[src/design/lccf_pkg.sv]
// Shared types, event codes and chord table for the layout chord cycle filter.
package lccf_pkg;

  localparam logic [15:0] EV_SYN      = 16'd0;
  localparam logic [15:0] EV_KEY      = 16'd1;
  localparam logic [15:0] EV_MSC      = 16'd4;
  localparam logic [15:0] CODE_SYNC   = 16'd0;
  localparam logic [15:0] CODE_SCAN   = 16'd4;
  localparam logic [15:0] CODE_LSHIFT = 16'd42;
  localparam logic [15:0] CODE_LALT   = 16'd56;

  localparam logic [3:0] LAYOUT_COUNT_RESET = 4'd3;
  localparam logic [3:0] LAYOUT_COUNT_MIN   = 4'd3;

  typedef enum logic [1:0] {
    PH_START,
    PH_BOTH,
    PH_FINAL
  } phase_t;

  typedef struct packed {
    logic [15:0]        ev_type;
    logic [15:0]        ev_code;
    logic signed [31:0] ev_value;
  } in_item_t;

  typedef struct packed {
    logic [15:0]        out_type;
    logic [15:0]        out_code;
    logic signed [31:0] out_value;
    logic               last;
  } out_item_t;

  // One chord is eight items: alt down, shift down, alt up, shift up,
  // each key item followed by a sync report.
  function automatic out_item_t chord_item(input logic [2:0] step);
    out_item_t it;
    it.last = 1'b0;
    if (step[0]) begin
      it.out_type  = EV_SYN;
      it.out_code  = CODE_SYNC;
      it.out_value = 32'sd0;
    end else begin
      it.out_type = EV_KEY;
      unique case (step[2:1])
        2'd0: begin
          it.out_code  = CODE_LALT;
          it.out_value = 32'sd1;
        end
        2'd1: begin
          it.out_code  = CODE_LSHIFT;
          it.out_value = 32'sd1;
        end
        2'd2: begin
          it.out_code  = CODE_LALT;
          it.out_value = 32'sd0;
        end
        default: begin
          it.out_code  = CODE_LSHIFT;
          it.out_value = 32'sd0;
        end
      endcase
    end
    return it;
  endfunction

endpackage

[src/design/layout_chord_cycle_filter.sv]
// Top level of the layout chord cycle filter.
//
// Keyboard event filter. Input items (type, code, value) go in on in_push
// while in_full is low; result items come out on out_data while out_empty
// is low and are taken with out_pop. cfg_we writes the layout count from
// cfg_wdata (clamped to 3..MAX_LAYOUTS when used); write it only when idle.
// Misc scan events are dropped with no result. Every other event leaves as
// the final result of its item, with last set. When both modifiers have
// been let go with no re-press, the release is preceded by n alt+shift
// chords (8 items each) that bring the previous layout back.
// A result goes through the command queue and then the output register to the port.
// Throughput: one item per cycle for plain events while out_pop keeps up; an
// item with n chords occupies the emitter for 8n+1 items via the single output register.
// A two-deep command queue lets input run ahead; in_full rises while the
// emitter works through a burst. A stalled receiver holds the output
// register, and the queue fills behind it.
// Reset (synchronous, rst_n low) empties the queue and output register,
// sets layout count 3, current layout 0, previous layout 1.
module layout_chord_cycle_filter #(
  parameter int MAX_LAYOUTS = 8
) (
  input  logic                clk,
  input  logic                rst_n,
  input  logic                cfg_we,
  input  logic [3:0]          cfg_wdata,
  input  logic                in_push,
  output logic                in_full,
  input  lccf_pkg::in_item_t  in_data,
  output logic                out_empty,
  input  logic                out_pop,
  output lccf_pkg::out_item_t out_data
);

  localparam int IDX_W = $clog2(MAX_LAYOUTS);
  localparam int CMD_W = $bits(lccf_pkg::in_item_t) + IDX_W;

  // front to queue
  logic               f_push, q_full;
  lccf_pkg::in_item_t f_item;
  logic [IDX_W-1:0]   f_chords;

  // queue to back
  logic               q_empty, b_pop;
  logic [CMD_W-1:0]   q_data;
  lccf_pkg::in_item_t b_item;
  logic [IDX_W-1:0]   b_chords;

  assign b_item   = lccf_pkg::in_item_t'(q_data[CMD_W-1:IDX_W]);
  assign b_chords = q_data[IDX_W-1:0];

  lccf_front #(
    .MAX_LAYOUTS (MAX_LAYOUTS),
    .IDX_W       (IDX_W)
  ) u_front (
    .clk        (clk),
    .rst_n      (rst_n),
    .cfg_we     (cfg_we),
    .cfg_wdata  (cfg_wdata),
    .in_push    (in_push),
    .in_full    (in_full),
    .in_data    (in_data),
    .cmd_push   (f_push),
    .cmd_item   (f_item),
    .cmd_chords (f_chords),
    .cmd_full   (q_full)
  );

  lccf_cmdq #(
    .DATA_W (CMD_W)
  ) u_cmdq (
    .clk     (clk),
    .rst_n   (rst_n),
    .wr_en   (f_push),
    .wr_data ({f_item, f_chords}),
    .full    (q_full),
    .rd_en   (b_pop),
    .rd_data (q_data),
    .empty   (q_empty)
  );

  lccf_back #(
    .IDX_W (IDX_W)
  ) u_back (
    .clk        (clk),
    .rst_n      (rst_n),
    .cmd_item   (b_item),
    .cmd_chords (b_chords),
    .cmd_empty  (q_empty),
    .cmd_pop    (b_pop),
    .out_empty  (out_empty),
    .out_pop    (out_pop),
    .out_data   (out_data)
  );

endmodule

[src/design/lccf_cmdq.sv]
// Two-entry command queue between the classifier and the emitter.
module lccf_cmdq #(
  parameter int DATA_W = 64
) (
  input  logic              clk,
  input  logic              rst_n,
  input  logic              wr_en,
  input  logic [DATA_W-1:0] wr_data,
  output logic              full,
  input  logic              rd_en,
  output logic [DATA_W-1:0] rd_data,
  output logic              empty
);

  localparam int DEPTH = 2;
  localparam int PTR_W = $clog2(DEPTH);

  logic [DATA_W-1:0] mem_r [DEPTH];
  logic [PTR_W-1:0]  wr_ptr_r, wr_ptr_nxt;
  logic [PTR_W-1:0]  rd_ptr_r, rd_ptr_nxt;
  logic [PTR_W:0]    count_r, count_nxt;
  logic              do_wr, do_rd;

  assign full    = (count_r == (PTR_W+1)'(DEPTH));
  assign empty   = (count_r == '0);
  assign do_wr   = wr_en && !full;
  assign do_rd   = rd_en && !empty;
  assign rd_data = mem_r[rd_ptr_r];

  always_comb begin
    wr_ptr_nxt = do_wr ? wr_ptr_r + 1'b1 : wr_ptr_r;
    rd_ptr_nxt = do_rd ? rd_ptr_r + 1'b1 : rd_ptr_r;
    count_nxt  = count_r;
    if (do_wr && !do_rd) begin
      count_nxt = count_r + 1'b1;
    end else if (do_rd && !do_wr) begin
      count_nxt = count_r - 1'b1;
    end
  end

  always_ff @(posedge clk) begin
    if (!rst_n) begin
      wr_ptr_r <= '0;
      rd_ptr_r <= '0;
      count_r  <= '0;
    end else begin
      wr_ptr_r <= wr_ptr_nxt;
      rd_ptr_r <= rd_ptr_nxt;
      count_r  <= count_nxt;
    end
  end

  always_ff @(posedge clk) begin
    if (do_wr) begin
      mem_r[wr_ptr_r] <= wr_data;
    end
  end

endmodule

[src/design/lccf_front.sv]
// Front end: accepts events, drops scans, tracks modifiers and layouts, queues commands.
module lccf_front #(
  parameter int MAX_LAYOUTS = 8,
  parameter int IDX_W       = $clog2(MAX_LAYOUTS)
) (
  input  logic               clk,
  input  logic               rst_n,
  input  logic               cfg_we,
  input  logic [3:0]         cfg_wdata,
  input  logic               in_push,
  output logic               in_full,
  input  lccf_pkg::in_item_t in_data,
  output logic               cmd_push,
  output lccf_pkg::in_item_t cmd_item,
  output logic [IDX_W-1:0]   cmd_chords,
  input  logic               cmd_full
);

  localparam int SW        = IDX_W + 3;
  localparam int MOD_STEPS = MAX_LAYOUTS / 3;

  lccf_pkg::phase_t phase_r, phase_nxt;
  logic [3:0]       layout_count_r;
  logic             shift_held_r, shift_held_nxt;
  logic             alt_held_r, alt_held_nxt;
  logic [IDX_W-1:0] cur_r, cur_nxt;
  logic [IDX_W-1:0] prev_r, prev_nxt;
  logic             alt_rel_r, alt_rel_nxt;
  logic             shift_rel_r, shift_rel_nxt;
  logic             again_r, again_nxt;

  logic             accept, is_scan, is_key;
  logic             sh, al;
  logic [3:0]       eff;
  logic [IDX_W:0]   wrap;
  logic [IDX_W-1:0] cur_inc;
  logic signed [SW-1:0] cu_s, pl_s, eff_s, diff;
  logic [IDX_W-1:0] chords;

  assign in_full = cmd_full;
  assign accept  = in_push && !cmd_full;
  assign is_scan = (in_data.ev_type == lccf_pkg::EV_MSC) &&
                   (in_data.ev_code == lccf_pkg::CODE_SCAN);
  assign is_key  = (in_data.ev_type == lccf_pkg::EV_KEY);

  // held status as updated by this event
  assign sh = (is_key && in_data.ev_code == lccf_pkg::CODE_LSHIFT) ?
              (in_data.ev_value != 32'sd0) : shift_held_r;
  assign al = (is_key && in_data.ev_code == lccf_pkg::CODE_LALT) ?
              (in_data.ev_value != 32'sd0) : alt_held_r;

  // clamp the configured count into range
  always_comb begin
    eff = layout_count_r;
    if (eff < lccf_pkg::LAYOUT_COUNT_MIN) begin
      eff = lccf_pkg::LAYOUT_COUNT_MIN;
    end
    if (eff > 4'(MAX_LAYOUTS)) begin
      eff = 4'(MAX_LAYOUTS);
    end
  end

  // (cur + 1) mod eff; cur may exceed eff after a count change
  always_comb begin
    wrap = {1'b0, cur_r} + 1'b1;
    for (int i = 0; i < MOD_STEPS; i++) begin
      if (4'(wrap) >= eff) begin
        wrap = wrap - (IDX_W+1)'(eff);
      end
    end
    cur_inc = wrap[IDX_W-1:0];
  end

  // chords needed to get back to the previous layout
  always_comb begin
    cu_s  = $signed({3'b000, cur_r});
    pl_s  = $signed({3'b000, prev_r});
    eff_s = $signed({{(SW-4){1'b0}}, eff});
    if (pl_s > cu_s) begin
      diff = pl_s - cu_s - SW'(1);
    end else begin
      diff = pl_s + eff_s - cu_s - SW'(1);
    end
    if (diff < 0) begin
      chords = '0;
    end else if (diff > SW'(MAX_LAYOUTS - 1)) begin
      chords = IDX_W'(MAX_LAYOUTS - 1);
    end else begin
      chords = diff[IDX_W-1:0];
    end
  end

  // next state of the phase machine
  always_comb begin
    phase_nxt = phase_r;
    if (accept && !is_scan) begin
      unique case (phase_r)
        lccf_pkg::PH_BOTH:  phase_nxt = (!al && !sh) ? lccf_pkg::PH_FINAL : lccf_pkg::PH_BOTH;
        lccf_pkg::PH_FINAL: phase_nxt = lccf_pkg::PH_START;
        default:            phase_nxt = (sh && al) ? lccf_pkg::PH_BOTH : lccf_pkg::PH_START;
      endcase
    end
  end

  // tracking state and command outputs
  always_comb begin
    shift_held_nxt = shift_held_r;
    alt_held_nxt   = alt_held_r;
    cur_nxt        = cur_r;
    prev_nxt       = prev_r;
    alt_rel_nxt    = alt_rel_r;
    shift_rel_nxt  = shift_rel_r;
    again_nxt      = again_r;
    cmd_push       = 1'b0;
    cmd_item       = in_data;
    cmd_chords     = '0;
    if (accept && !is_scan) begin
      cmd_push       = 1'b1;
      shift_held_nxt = sh;
      alt_held_nxt   = al;
      unique case (phase_r)
        lccf_pkg::PH_BOTH: begin
          if (!sh) begin
            shift_rel_nxt = 1'b1;
          end else if (!al) begin
            alt_rel_nxt = 1'b1;
          end
          if (alt_rel_nxt) begin
            if (al) begin
              alt_rel_nxt = 1'b0;
              again_nxt   = 1'b1;
              prev_nxt    = cur_r;
              cur_nxt     = cur_inc;
            end
          end else if (shift_rel_nxt) begin
            if (sh) begin
              shift_rel_nxt = 1'b0;
              again_nxt     = 1'b1;
              prev_nxt      = cur_r;
              cur_nxt       = cur_inc;
            end
          end
        end
        lccf_pkg::PH_FINAL: begin
          if (!again_r) begin
            cmd_chords = chords;
            cur_nxt    = prev_r;
            prev_nxt   = cur_r;
          end
          alt_rel_nxt   = 1'b0;
          shift_rel_nxt = 1'b0;
          again_nxt     = 1'b0;
        end
        default: ;
      endcase
    end
  end

  always_ff @(posedge clk) begin
    if (!rst_n) begin
      phase_r        <= lccf_pkg::PH_START;
      layout_count_r <= lccf_pkg::LAYOUT_COUNT_RESET;
      shift_held_r   <= 1'b0;
      alt_held_r     <= 1'b0;
      cur_r          <= '0;
      prev_r         <= IDX_W'(1);
      alt_rel_r      <= 1'b0;
      shift_rel_r    <= 1'b0;
      again_r        <= 1'b0;
    end else begin
      phase_r      <= phase_nxt;
      shift_held_r <= shift_held_nxt;
      alt_held_r   <= alt_held_nxt;
      cur_r        <= cur_nxt;
      prev_r       <= prev_nxt;
      alt_rel_r    <= alt_rel_nxt;
      shift_rel_r  <= shift_rel_nxt;
      again_r      <= again_nxt;
      if (cfg_we) begin
        layout_count_r <= cfg_wdata;
      end
    end
  end

endmodule

[src/design/lccf_back.sv]
// Back end: plays out chord items then the passed-through event into the output register.
module lccf_back #(
  parameter int IDX_W = 3
) (
  input  logic                clk,
  input  logic                rst_n,
  input  lccf_pkg::in_item_t  cmd_item,
  input  logic [IDX_W-1:0]    cmd_chords,
  input  logic                cmd_empty,
  output logic                cmd_pop,
  output logic                out_empty,
  input  logic                out_pop,
  output lccf_pkg::out_item_t out_data
);

  lccf_pkg::out_item_t out_r, out_nxt;
  logic                out_valid_r, out_valid_nxt;
  logic [IDX_W-1:0]    chord_r, chord_nxt;
  logic [2:0]          step_r, step_nxt;
  logic                load;

  assign out_empty = !out_valid_r;
  assign out_data  = out_r;
  assign load      = !out_valid_r || out_pop;

  always_comb begin
    out_nxt       = out_r;
    out_valid_nxt = out_valid_r && !out_pop;
    chord_nxt     = chord_r;
    step_nxt      = step_r;
    cmd_pop       = 1'b0;
    if (load && !cmd_empty) begin
      out_valid_nxt = 1'b1;
      if (chord_r < cmd_chords) begin
        out_nxt  = lccf_pkg::chord_item(step_r);
        step_nxt = step_r + 3'd1;
        if (step_r == 3'd7) begin
          chord_nxt = chord_r + 1'b1;
        end
      end else begin
        out_nxt.out_type  = cmd_item.ev_type;
        out_nxt.out_code  = cmd_item.ev_code;
        out_nxt.out_value = cmd_item.ev_value;
        out_nxt.last      = 1'b1;
        cmd_pop           = 1'b1;
        chord_nxt         = '0;
        step_nxt          = '0;
      end
    end
  end

  always_ff @(posedge clk) begin
    if (!rst_n) begin
      out_valid_r <= 1'b0;
      chord_r     <= '0;
      step_r      <= '0;
    end else begin
      out_valid_r <= out_valid_nxt;
      chord_r     <= chord_nxt;
      step_r      <= step_nxt;
    end
  end

  always_ff @(posedge clk) begin
    out_r <= out_nxt;
  end

endmodule
[config.mk]
export PLATFORM = sky130hd
export DESIGN_NAME = layout_chord_cycle_filter
export DESIGN_NICKNAME = d
export VERILOG_FILES = /design/src/design/lccf_pkg.sv /design/src/design/layout_chord_cycle_filter.sv /design/src/design/lccf_cmdq.sv /design/src/design/lccf_front.sv /design/src/design/lccf_back.sv
export SDC_FILE = /design/constraint.sdc
export NUM_CORES = 1
export LEC_CHECK = 0
export BUFFER_PORTS_ARGS = -buffer_cell sky130_fd_sc_hd__buf_2
export CAP_MARGIN = 20
export CORE_MARGIN = 5
export CORE_UTILIZATION = 57
export CTS_CLUSTER_SIZE = 28
export DETAILED_ROUTE_END_ITERATION = 16
export PLACE_DENSITY = 0.76
export SYNTH_ARGS = -nofsm -noshare
export SYNTH_HDL_FRONTEND = slang
export SYNTH_SLANG_ARGS = --single-unit
[constraint.sdc]
create_clock -name clk -period 5.7 [get_ports clk]
set_input_delay 0.285 -clock clk [delete_from_list [all_inputs] [get_ports clk]]
set_output_delay 0.285 -clock clk [all_outputs]
set_load 0.01 [all_outputs]
==> results of run 1 <==
sequential cells by signal (all words and copies together), names as in the netlist, named ones only:
signal                  cells
u_cmdq.count_r              2
u_front.alt_held_r          1
u_front.cur_r               3
u_front.prev_r              3
u_front.shift_rel_r         1
u_cmdq.wr_ptr_r             1
u_back.step_r               3
u_back.out_data            65
u_cmdq.mem_r              134
u_back.chord_r              3
u_back.out_valid_r          1
u_cmdq.rd_ptr_r             1
u_front.shift_held_r        1
u_front.layout_count_r      4
u_front.again_r             1
u_front.alt_rel_r           1
u_front.phase_r             2
per-stage QoR:
step           cell area [sq um]  utilization [%]  power, mW
5_1_grt                    11500             69.7       5.77
3_5_place_dp               10400             63.2       4.07
3_3_place_gp               10400             63.2       4.00
6_report                   11500             69.7       5.48
4_1_cts                    11400             69.4       5.52
2_1_floorplan               9480                -       3.54
power breakdown:
group / internal (mW) / total [mW] / switching [mW] / leakage [nW]
Clock: 0.840 / 1.43 / 0.594 / 0.366
Combinational: 0.546 / 1.47 / 0.920 / 1.83
Sequential: 2.42 / 2.58 / 0.159 / 2.12
Total: 3.80 / 5.48 / 1.67 / 4.32
critical path: stages, from the launching register on:
cell and delay [ns]:
dfxtp_1 0.37, a21oi_1 0.35, ha_1 0.27, fa_1 0.22
a21bo_2 0.23, a21o_1 0.18, a21o_1 0.24, mux2_2 0.26
ha_1 0.14, inv_1 0.05, fa_1 0.40, a21o_1 0.17
a21o_1 0.19, a21oi_1 0.26, o22ai_1 0.13, a311o_1 0.33
mux2i_1 0.12
routing by layer:
metal / wire, um / part of all wire [%] / up-vias
met3: 1080 / 5.7 / 33
li1: - / - / 2761
met4: 360 / 1.9 / 0
met1: 7590 / 40 / 2813
met2: 10100 / 53 / 170
met5: 0 / 0 / -
cells in the mapped netlist (all sizes together) (2+ instances only):
master	instances	area, sq um
or3	5	36.3
xnor2	4	35.0
nand3	3	15.0
and2b	3	23.8
o2111ai	2	23.8
o31a	2	18.8
and2	2	12.5
o21a	6	45.0
nor3	6	35.0
a21o	9	67.6
o31ai	2	15.0
a31oi	4	25.0
mux2	5	63.8
nor2	80	300
nand2	24	90.1
dfxtp	29	581
ha	27	338
o21ai	12	60.1
nor4	15	113
mux2i	75	751
nand3b	3	22.5
buf	14	72.6
edfxtp	199	5980
o211ai	4	35.0
clkbuf	9	33.8
fa	6	120
xor2	8	70.1
a21oi	21	105
nand4	5	31.3
nor3b	3	27.5
nor2b	11	68.8
inv	24	90.1
nand4b	2	17.5
o22ai	3	18.8
a211oi	5	37.5
a211o	2	17.5
final timing paths:
kind         depth (start not counted)                       from                  end
max                                 16  u_front.layout_count_r[3]     u_front.cur_r[0]
min                                  1                in_data[56]  u_cmdq.mem_r[0][59]
max reg2reg                         16  u_front.layout_count_r[3]     u_front.cur_r[0]
min reg2reg                          2            u_front.again_r      u_front.again_r
cell families (layout without fill, tap and decap cells):
family                     after synthesis  in the layout  synth area share (%)
adders and majority gates               33             33                  4.83
muxes                                   80             80                  8.59
AOI/OAI and AO/OA                       78             78                  5.61
DFF                                    228            228                  69.1
xor gates and xnor gates                12             12                  1.11
and+or+nand+nor                        165            165                  8.62
buffers and inverters                   48            243                  2.11
cell type report:
cell class	instances	area [sq um]	area share, %
clock inverter	13	105	0.915
sequential	228	6560	57.1
multi-input combinational	368	2750	24.0
inverter	25	93.8	0.817
tap	220	275	2.40
timing repair buffer	177	1060	9.26
clock buffer	28	634	5.52
what timing repair did:
item,CTS,global route
hold endpoints to repair,54,10
setup endpoints to repair,0,0
hold buffers,28,5
==> metrics.csv, run 1 <==
metric;value;unit
seq_area_frac_synth;69.1;%
hpwlAfterDp;12500;um
fillers;1088;
end_kind;register;
fin_ws;1.72;ns
cts_tree;yes;
setup_viol;0;
slew_headroom;34.8;%
gp_congestion;0.782;
leakage;4.32;nW
antenna_cells;0;
synth.avg_cell_area;14.7;sq um
powerDensity;477;nW/um^2
clkLatencyLatePin;0.49;ns
io_pins;140;
synthFlopType;edfxtp_1;
period_needed;3.98;ns
dr.pass1.iters;7;
use_met3;3.55;%
fin_hold_ws;0.00852;ns
nNetsFinal;929;
core_area;16500;sq um
grt.overflow.total;0;
grt_pass1_vias;6000;
rsz0062_at_grt;no;
syn_area;9480;sq um
start_util;57.6;%
final_cells;1059;
numCtsBuffers;23;
drv_slew;0;
first_iter_violations;339;
dieArea;19300;sq um
route.detailed.drc;0;
area_growth;21.1;%
ys_ff_latch;228;
placementRows;47;
worstMarginPinSlew;0.978;ns
fin_skew;0.0168;ns
hold_violations;0;
pre_cts_slack;1.78;ns
io_buffers;139;
holdCritPathClass;in2reg;
ir_drop;0.264;mV
final_common_cell;edfxtp_1;
fp.dieH;139;um
antenna_found_initial;0;
syn_nets;750;
status;finished clean;
clk_pin_slew_worst_paths;0.06;ns
ant_nets;0;
worstSetupPathType;reg2reg;
crit_required;6.12;ns
clockBufferDepth;3;
start_kind;register;
grt_first_pass_wirelength;30600;um
cts_sinks;228;
maxCapViolations;0;
crit_arrival;4.40;ns
grtUsageMet1;24.2;%
grtUsageMet2;34.7;%
r2r_slack;1.72;ns
async_flop_share;0;%
grt_max_degree;76;
die_w;139;um
yosysWarnings;0;
fin_setup_tns;0;ns
via_count;5777;
syn_inst;644;
fmax;0.251;GHz
synth_edf_count;199;
drt-total-wl;19100;um
crit_fanout;7;
track_usage;19.5;%
routedWlPerCell;18.0;um
viasPerCell;5.46;
drive_gt1_share;24.6;%
top_usage_layer;met2;
timing.final.crit_share;69.8;%
cts_resized;0;
cts_root_buffer;clkbuf_16;
htreeDepth;1;
cts_setup_buffers;0;
placed_cells;985;
layout_common_cells;199 x edfxtp_1, 139 x buf_2, 78 x nor2_1;
synth_cell_types;57;
Power figures use the tool's default switching activity.
==> run 2: changes to the inputs <==
Clock period 5.7 ns to 3.8 ns, I/O delays scaled along.
==> metrics.csv, run 2 (synthesis gave the netlist of run 1 again) <==
metric;value;unit;change
holdCritPathClass;in2reg;;unchanged
start_util;57.6;%;unchanged
hold_violations;0;;unchanged
via_count;6009;;was 5,777
ant_nets;0;;unchanged
hold_depth;3;;was 1
io_buffers;139;;unchanged
final_cells;1104;;was 1,059
leakage;4.48;nW;was 4.32 nW
crit_fanout;3;;was 7
track_usage;20.4;%;was 19.5%
period_needed;3.63;ns;was 3.98 ns
cts_tree;yes;;unchanged
antenna_cells;0;;unchanged
reg2reg_to;u_front.cur_r[1];;was u_front.cur_r[0]
clkLatencyLatePin;0.50;ns;was 0.49 ns
hp-start;cfg_we;;was in_data[56]
core_area;16500;sq um;unchanged
ir_drop;0.454;mV;was 0.264 mV
fillers;1072;;was 1,088
die_w;139;um;unchanged
p_total;8.24;mW;was 5.48 mW
layout_common_cells;199 x edfxtp_1, 139 x buf_2, 78 x nor2_1;;unchanged
clk_pin_slew_worst_paths;0.06;ns;about the same
slew_headroom;33.7;%;was 34.8%
fp.dieH;139;um;unchanged
grt_pass1_vias;6237;;was 6,000
grt_first_pass_wirelength;32300;um;was 30,600 um
powerDensity;692;nW/um^2;was 477 nW/um^2
worstMarginPinSlew;0.995;ns;was 0.978 ns
setup_viol;0;;unchanged
fin_setup_tns;0;ns;unchanged
end_kind;register;;unchanged
antenna_found_initial;0;;unchanged
dr.pass1.iters;4;;was 7
timing.final.crit_share;95.4;%;was 69.8%
io_pins;140;;unchanged
r2r_cells;16;;unchanged
r2r_slack;0.17;ns;was 1.72 ns
crit_arrival;4.06;ns;was 4.40 ns
htreeDepth;1;;unchanged
area_growth;25.5;%;was 21.1%
route.detailed.drc;0;;unchanged
crit_required;4.23;ns;was 6.12 ns
grt.overflow.total;0;;unchanged
first_iter_violations;317;;was 339
fin_skew;0.00834;ns;was 0.0168 ns
top_register;u_cmdq.mem_r;;unchanged
hpwlAfterDp;13100;um;was 12,500 um
grt_max_degree;76;;unchanged
gp_congestion;0.840;;was 0.782
routedWlPerCell;18.0;um;about the same
drive_gt1_share;23.3;%;was 24.6%
final_common_cell;edfxtp_1;;unchanged
finish.utilization;72.3;%;was 69.7%
holdPathEnd;u_front.layout_count_r[3];;was u_cmdq.mem_r[0][59]
dieArea;19300;sq um;unchanged
cts_sinks;228;;unchanged
status;finished clean;;unchanged
r2r-start;u_front.cur_r[1];;was u_front.layout_count_r[3]
placementRows;47;;unchanged
start_kind;register;;unchanged
worstSetupPathType;reg2reg;;unchanged
cts_root_buffer;clkbuf_16;;unchanged
maxCapViolations;0;;unchanged
nNetsFinal;974;;was 929
fmax;0.276;GHz;was 0.251 GHz
drt-total-wl;19900;um;was 19,100 um
placed_cells;993;;was 985
drv_slew;0;;unchanged
largest_reg_flops;134;;unchanged
viasPerCell;5.44;;was 5.46
cts_setup_buffers;0;;unchanged
clockBufferDepth;3;;unchanged
numCtsBuffers;23;;unchanged
rsz0062_at_grt;no;;unchanged
==> run 2: how the worst max path moves through the flow <==
| stage | cells after the start | slack [ns] | end | from |
|---|---|---|---|---|
| 3_5_place_dp | 16 | 0.15 | u_front.cur_r[1] | u_front.layout_count_r[2] |
| 5_1_grt | 16 | 0.01 | u_front.cur_r[1] | u_front.cur_r[1] |
| 2_1_floorplan | 17 | 0.21 | u_front.cur_r[0] | u_front.layout_count_r[3] |
| 3_3_place_gp | 16 | 0.27 | u_front.cur_r[0] | u_front.layout_count_r[2] |
| 6_report | 16 | 0.17 | u_front.cur_r[1] | u_front.cur_r[1] |
| 4_1_cts | 16 | 0.14 | u_front.cur_r[1] | u_front.layout_count_r[2] |
==> run 2: where the power goes <==
part / internal [mW] / switching [mW] / total, mW
combinational: 0.894 / 1.44 / 2.33
sequential: 3.62 / 0.215 / 3.83
clock: 1.19 / 0.880 / 2.07
total: 5.70 / 2.53 / 8.24
==> run 2: repair_timing <==
item	4_1_cts	5_1_grt
setup endpoints to repair	0	3
hold buffers	70	0
gates resized for setup	0	2
endpoints found under the hold margin	132	0
==> run 2: worst max-delay path: stages, from the launching register on <==
cell and delay [ns]:
dfxtp_1 0.33, ha_1 0.33, inv_1 0.07, fa_1 0.45, a21bo_2 0.20, a21o_1 0.12
a21o_1 0.14, mux2_2 0.18, ha_1 0.14, inv_1 0.05, fa_1 0.39, a21o_1 0.17
a21o_1 0.19, a211o_1 0.32, a211oi_1 0.18, o21ai_0 0.13, mux2i_1 0.16
==> run 2: metal layers <==
layer | share of wire (%) | global-route usage, % | vias to the layer above
li1 | - | - | 2858
met5 | 0 | 0 | -
met3 | 5.1 | 3.48 | 38
met1 | 40 | 25.6 | 2921
met4 | 2.6 | 6.75 | 0
met2 | 52 | 36.2 | 192
==> run 2: metrics by stage <==
stage	hold WS, ns	area (sq um)	setup slack, ns
CTS	0.0312	11900	0.139
global route	0.0472	11900	0.00982
finish	0.0438	11900	0.175
floorplan	0.289	9490	0.214
global placement	0.394	10500	0.274
detailed placement	0.397	10500	0.151
==> run 2: layout make-up <==
cell class / count / area (sq um) / share of cell area (%)
Timing Repair Buffer: 222 / 1520 / 12.8
Multi-Input combinational cell: 368 / 2760 / 23.2
Clock buffer: 31 / 606 / 5.09
Inverter: 25 / 93.8 / 0.789
Tap cell: 220 / 275 / 2.31
Sequential cell: 228 / 6560 / 55.1
Clock inverter: 10 / 82.6 / 0.694
==> run 3: changes to the inputs <==
Settings changed: PLACE_DENSITY 0.76 to 0.86.
==> metrics.csv, run 3 (synthesis gave the netlist of run 1 again) <==
metric;value;unit;change
status;finished clean;;unchanged
p_sw;2.57;mW;was 2.53 mW
gp_congestion;0.814;;was 0.840
slew_headroom;28.5;%;was 33.7%
top_register;u_cmdq.mem_r;;unchanged
drt-total-wl;21000;um;was 19,900 um
io_buffers;139;;unchanged
layout_common_cells;199 x edfxtp_1, 139 x buf_2, 78 x nor2_1;;unchanged
ir_drop;0.455;mV;was 0.454 mV
antenna_cells;0;;unchanged
slowest_delay;0.39;ns;was 0.45 ns
via_count;6139;;was 6,009
end_kind;register;;unchanged
comb_power_share;28.1;%;was 28.3%
start_kind;register;;unchanged
internal-power;5.64;mW;was 5.70 mW
hpwlAfterDp;12300;um;was 13,100 um
p_sw_share;31.3;%;was 30.8%
area_growth;24.8;%;was 25.5%
powerDensity;694;nW/um^2;was 692 nW/um^2
grt_first_pass_wirelength;33500;um;was 32,300 um
numCtsBuffers;22;;was 23
setup_viol;0;;unchanged
drive_gt1_share;23.8;%;was 23.3%
crit_fanout;4;;was 3
grt_max_degree;76;;unchanged
critPathTopFamily;compound AO/OA/AOI/OAI gates;;unchanged
hold_violations;0;;unchanged
crit_required;4.22;ns;was 4.23 ns
clkLatencyLatePin;0.49;ns;was 0.50 ns
worst-path-buf-inv;1;;was 2
fp.dieH;139;um;unchanged
crit_arrival;4.03;ns;was 4.06 ns
first_iter_violations;412;;was 317
cp_slowest_cell;fa_1;;unchanged
fmax;0.277;GHz;was 0.276 GHz
cts_sinks;228;;unchanged
largest_reg_flops;134;;unchanged
dieArea;19300;sq um;unchanged
holdCritPathClass;in2reg;;unchanged
fin_hold_ws;0.00488;ns;was 0.0438 ns
grt.overflow.total;0;;unchanged
cts_tree;yes;;unchanged
grt_pass1_vias;6338;;was 6,237
leakage;4.47;nW;was 4.48 nW
maxCapViolations;0;;unchanged
track_usage;21.4;%;was 20.4%
p_total;8.21;mW;was 8.24 mW
ant_nets;0;;unchanged
route.detailed.drc;0;;unchanged
dr.pass1.iters;5;;was 4
placed_cells;991;;was 993
worstSetupPathType;reg2reg;;unchanged
drv_slew;0;;unchanged
power_frac_seq;47.1;%;was 46.5%
clockBufferDepth;3;;unchanged
fin_setup_tns;0;ns;unchanged
final_cells;1100;;was 1,104
start_util;57.6;%;unchanged
core_area;16500;sq um;unchanged
fin_skew;0.0110;ns;was 0.00834 ns
htreeDepth;1;;unchanged
io_pins;140;;unchanged
routedWlPerCell;19.1;um;was 18.0 um
viasPerCell;5.58;;was 5.44
clockPowerShare;24.8;%;was 25.1%
path_cells;a21oi_1 -> ha_1 -> fa_1 -> a21bo_2 -> a21o_1 -> a21o_1 -> mux2_2 -> ha_1 -> inv_1 -> fa_1 -> a21o_1 -> a21o_1 -> a21oi_2 -> o22ai_1 -> a311o_1 -> mux2i_1;;was ha_1 -> inv_1 -> fa_1 -> a21bo_2 -> a21o_1 -> a21o_1 -> mux2_2 -> ha_1 -> inv_1 -> fa_1 -> a21o_1 -> a21o_1 -> a211o_1 -> a211oi_1 -> o21ai_0 -> mux2i_1
crit_top_cell;a21o_1;;unchanged
die_w;139;um;unchanged
clk_pin_slew_worst_paths;0.06;ns;about the same
nNetsFinal;971;;was 974
final_common_cell;edfxtp_1;;unchanged
antenna_found_initial;0;;unchanged
cts_root_buffer;clkbuf_16;;unchanged
timing.final.crit_share;95.0;%;was 95.4%
worstMarginPinSlew;1.07;ns;was 0.995 ns
period_needed;3.61;ns;was 3.63 ns
finish.utilization;71.9;%;was 72.3%
placementRows;47;;unchanged
[run 3: worst reg2reg max path, stage by stage, from the launching register on]
cell and delay, ns:
dfxtp_1 0.34, a21oi_1 0.21, ha_1 0.22, fa_1 0.20, a21bo_2 0.22, a21o_1 0.18
a21o_1 0.20, mux2_2 0.24, ha_1 0.14, inv_1 0.05, fa_1 0.39, a21o_1 0.17
a21o_1 0.19, a21oi_2 0.21, o22ai_1 0.11, a311o_1 0.33, mux2i_1 0.13
[run 3: through the flow]
stage          setup WS, ns  cell area, sq um
2_1_floorplan         0.214              9490
3_3_place_gp          0.164             10500
3_5_place_dp         0.0837             10500
4_1_cts              0.0402             11800
5_1_grt            -0.00652             11800
6_report              0.188             11800
[run 3: power by group through the flow]
stage / sequential [mW] / combinational, mW / clock, mW
after floorplan: 4.07 / 1.24 / 0
after global placement: 3.86 / 2.14 / 0
after detailed placement: 3.89 / 2.20 / 0
after CTS: 3.85 / 2.27 / 2.03
after global routing: 3.93 / 2.51 / 2.17
final: 3.87 / 2.31 / 2.04
[run 3: path summary, 6_finish.rpt]
path	startpoint	to	slack, ns	cells after the start
worst max-delay path	u_front.layout_count_r[2]	u_front.cur_r[0]	0.19	16
worst min-delay path	cfg_we	u_front.layout_count_r[1]	0.005	2
worst max register to register	u_front.layout_count_r[2]	u_front.cur_r[0]	0.19	16
worst min register to register	u_back.chord_r[1]	u_back.chord_r[1]	0.48	2
[run 3: area by class of cell]
class / count / area, sq um
Multi-Input combinational cell: 368 / 2760
Timing Repair Buffer: 220 / 1470
Sequential cell: 228 / 6560
Inverter: 25 / 93.8
Tap cell: 220 / 275
Clock buffer: 28 / 614
Clock inverter: 11 / 53.8
Fill cell: 999 / 4630
[run 3: routing by layer]
| layer | up-vias | wire (um) | track usage, % |
|---|---|---|---|
| li1 | 2853 | - | - |
| met4 | 0 | 791 | 8.65 |
| met2 | 225 | 11000 | 38.6 |
| met1 | 3001 | 8100 | 25.8 |
| met3 | 60 | 1070 | 3.52 |
| met5 | - | 0 | 0 |
[run 3: timing repair]
action                                 in CTS  in global routing
gates resized for setup                     0                  3
setup endpoints to repair                   0                  3
hold buffers                               68                  0
endpoints found under the hold margin     132                  0
buffers inserted                            0                  2
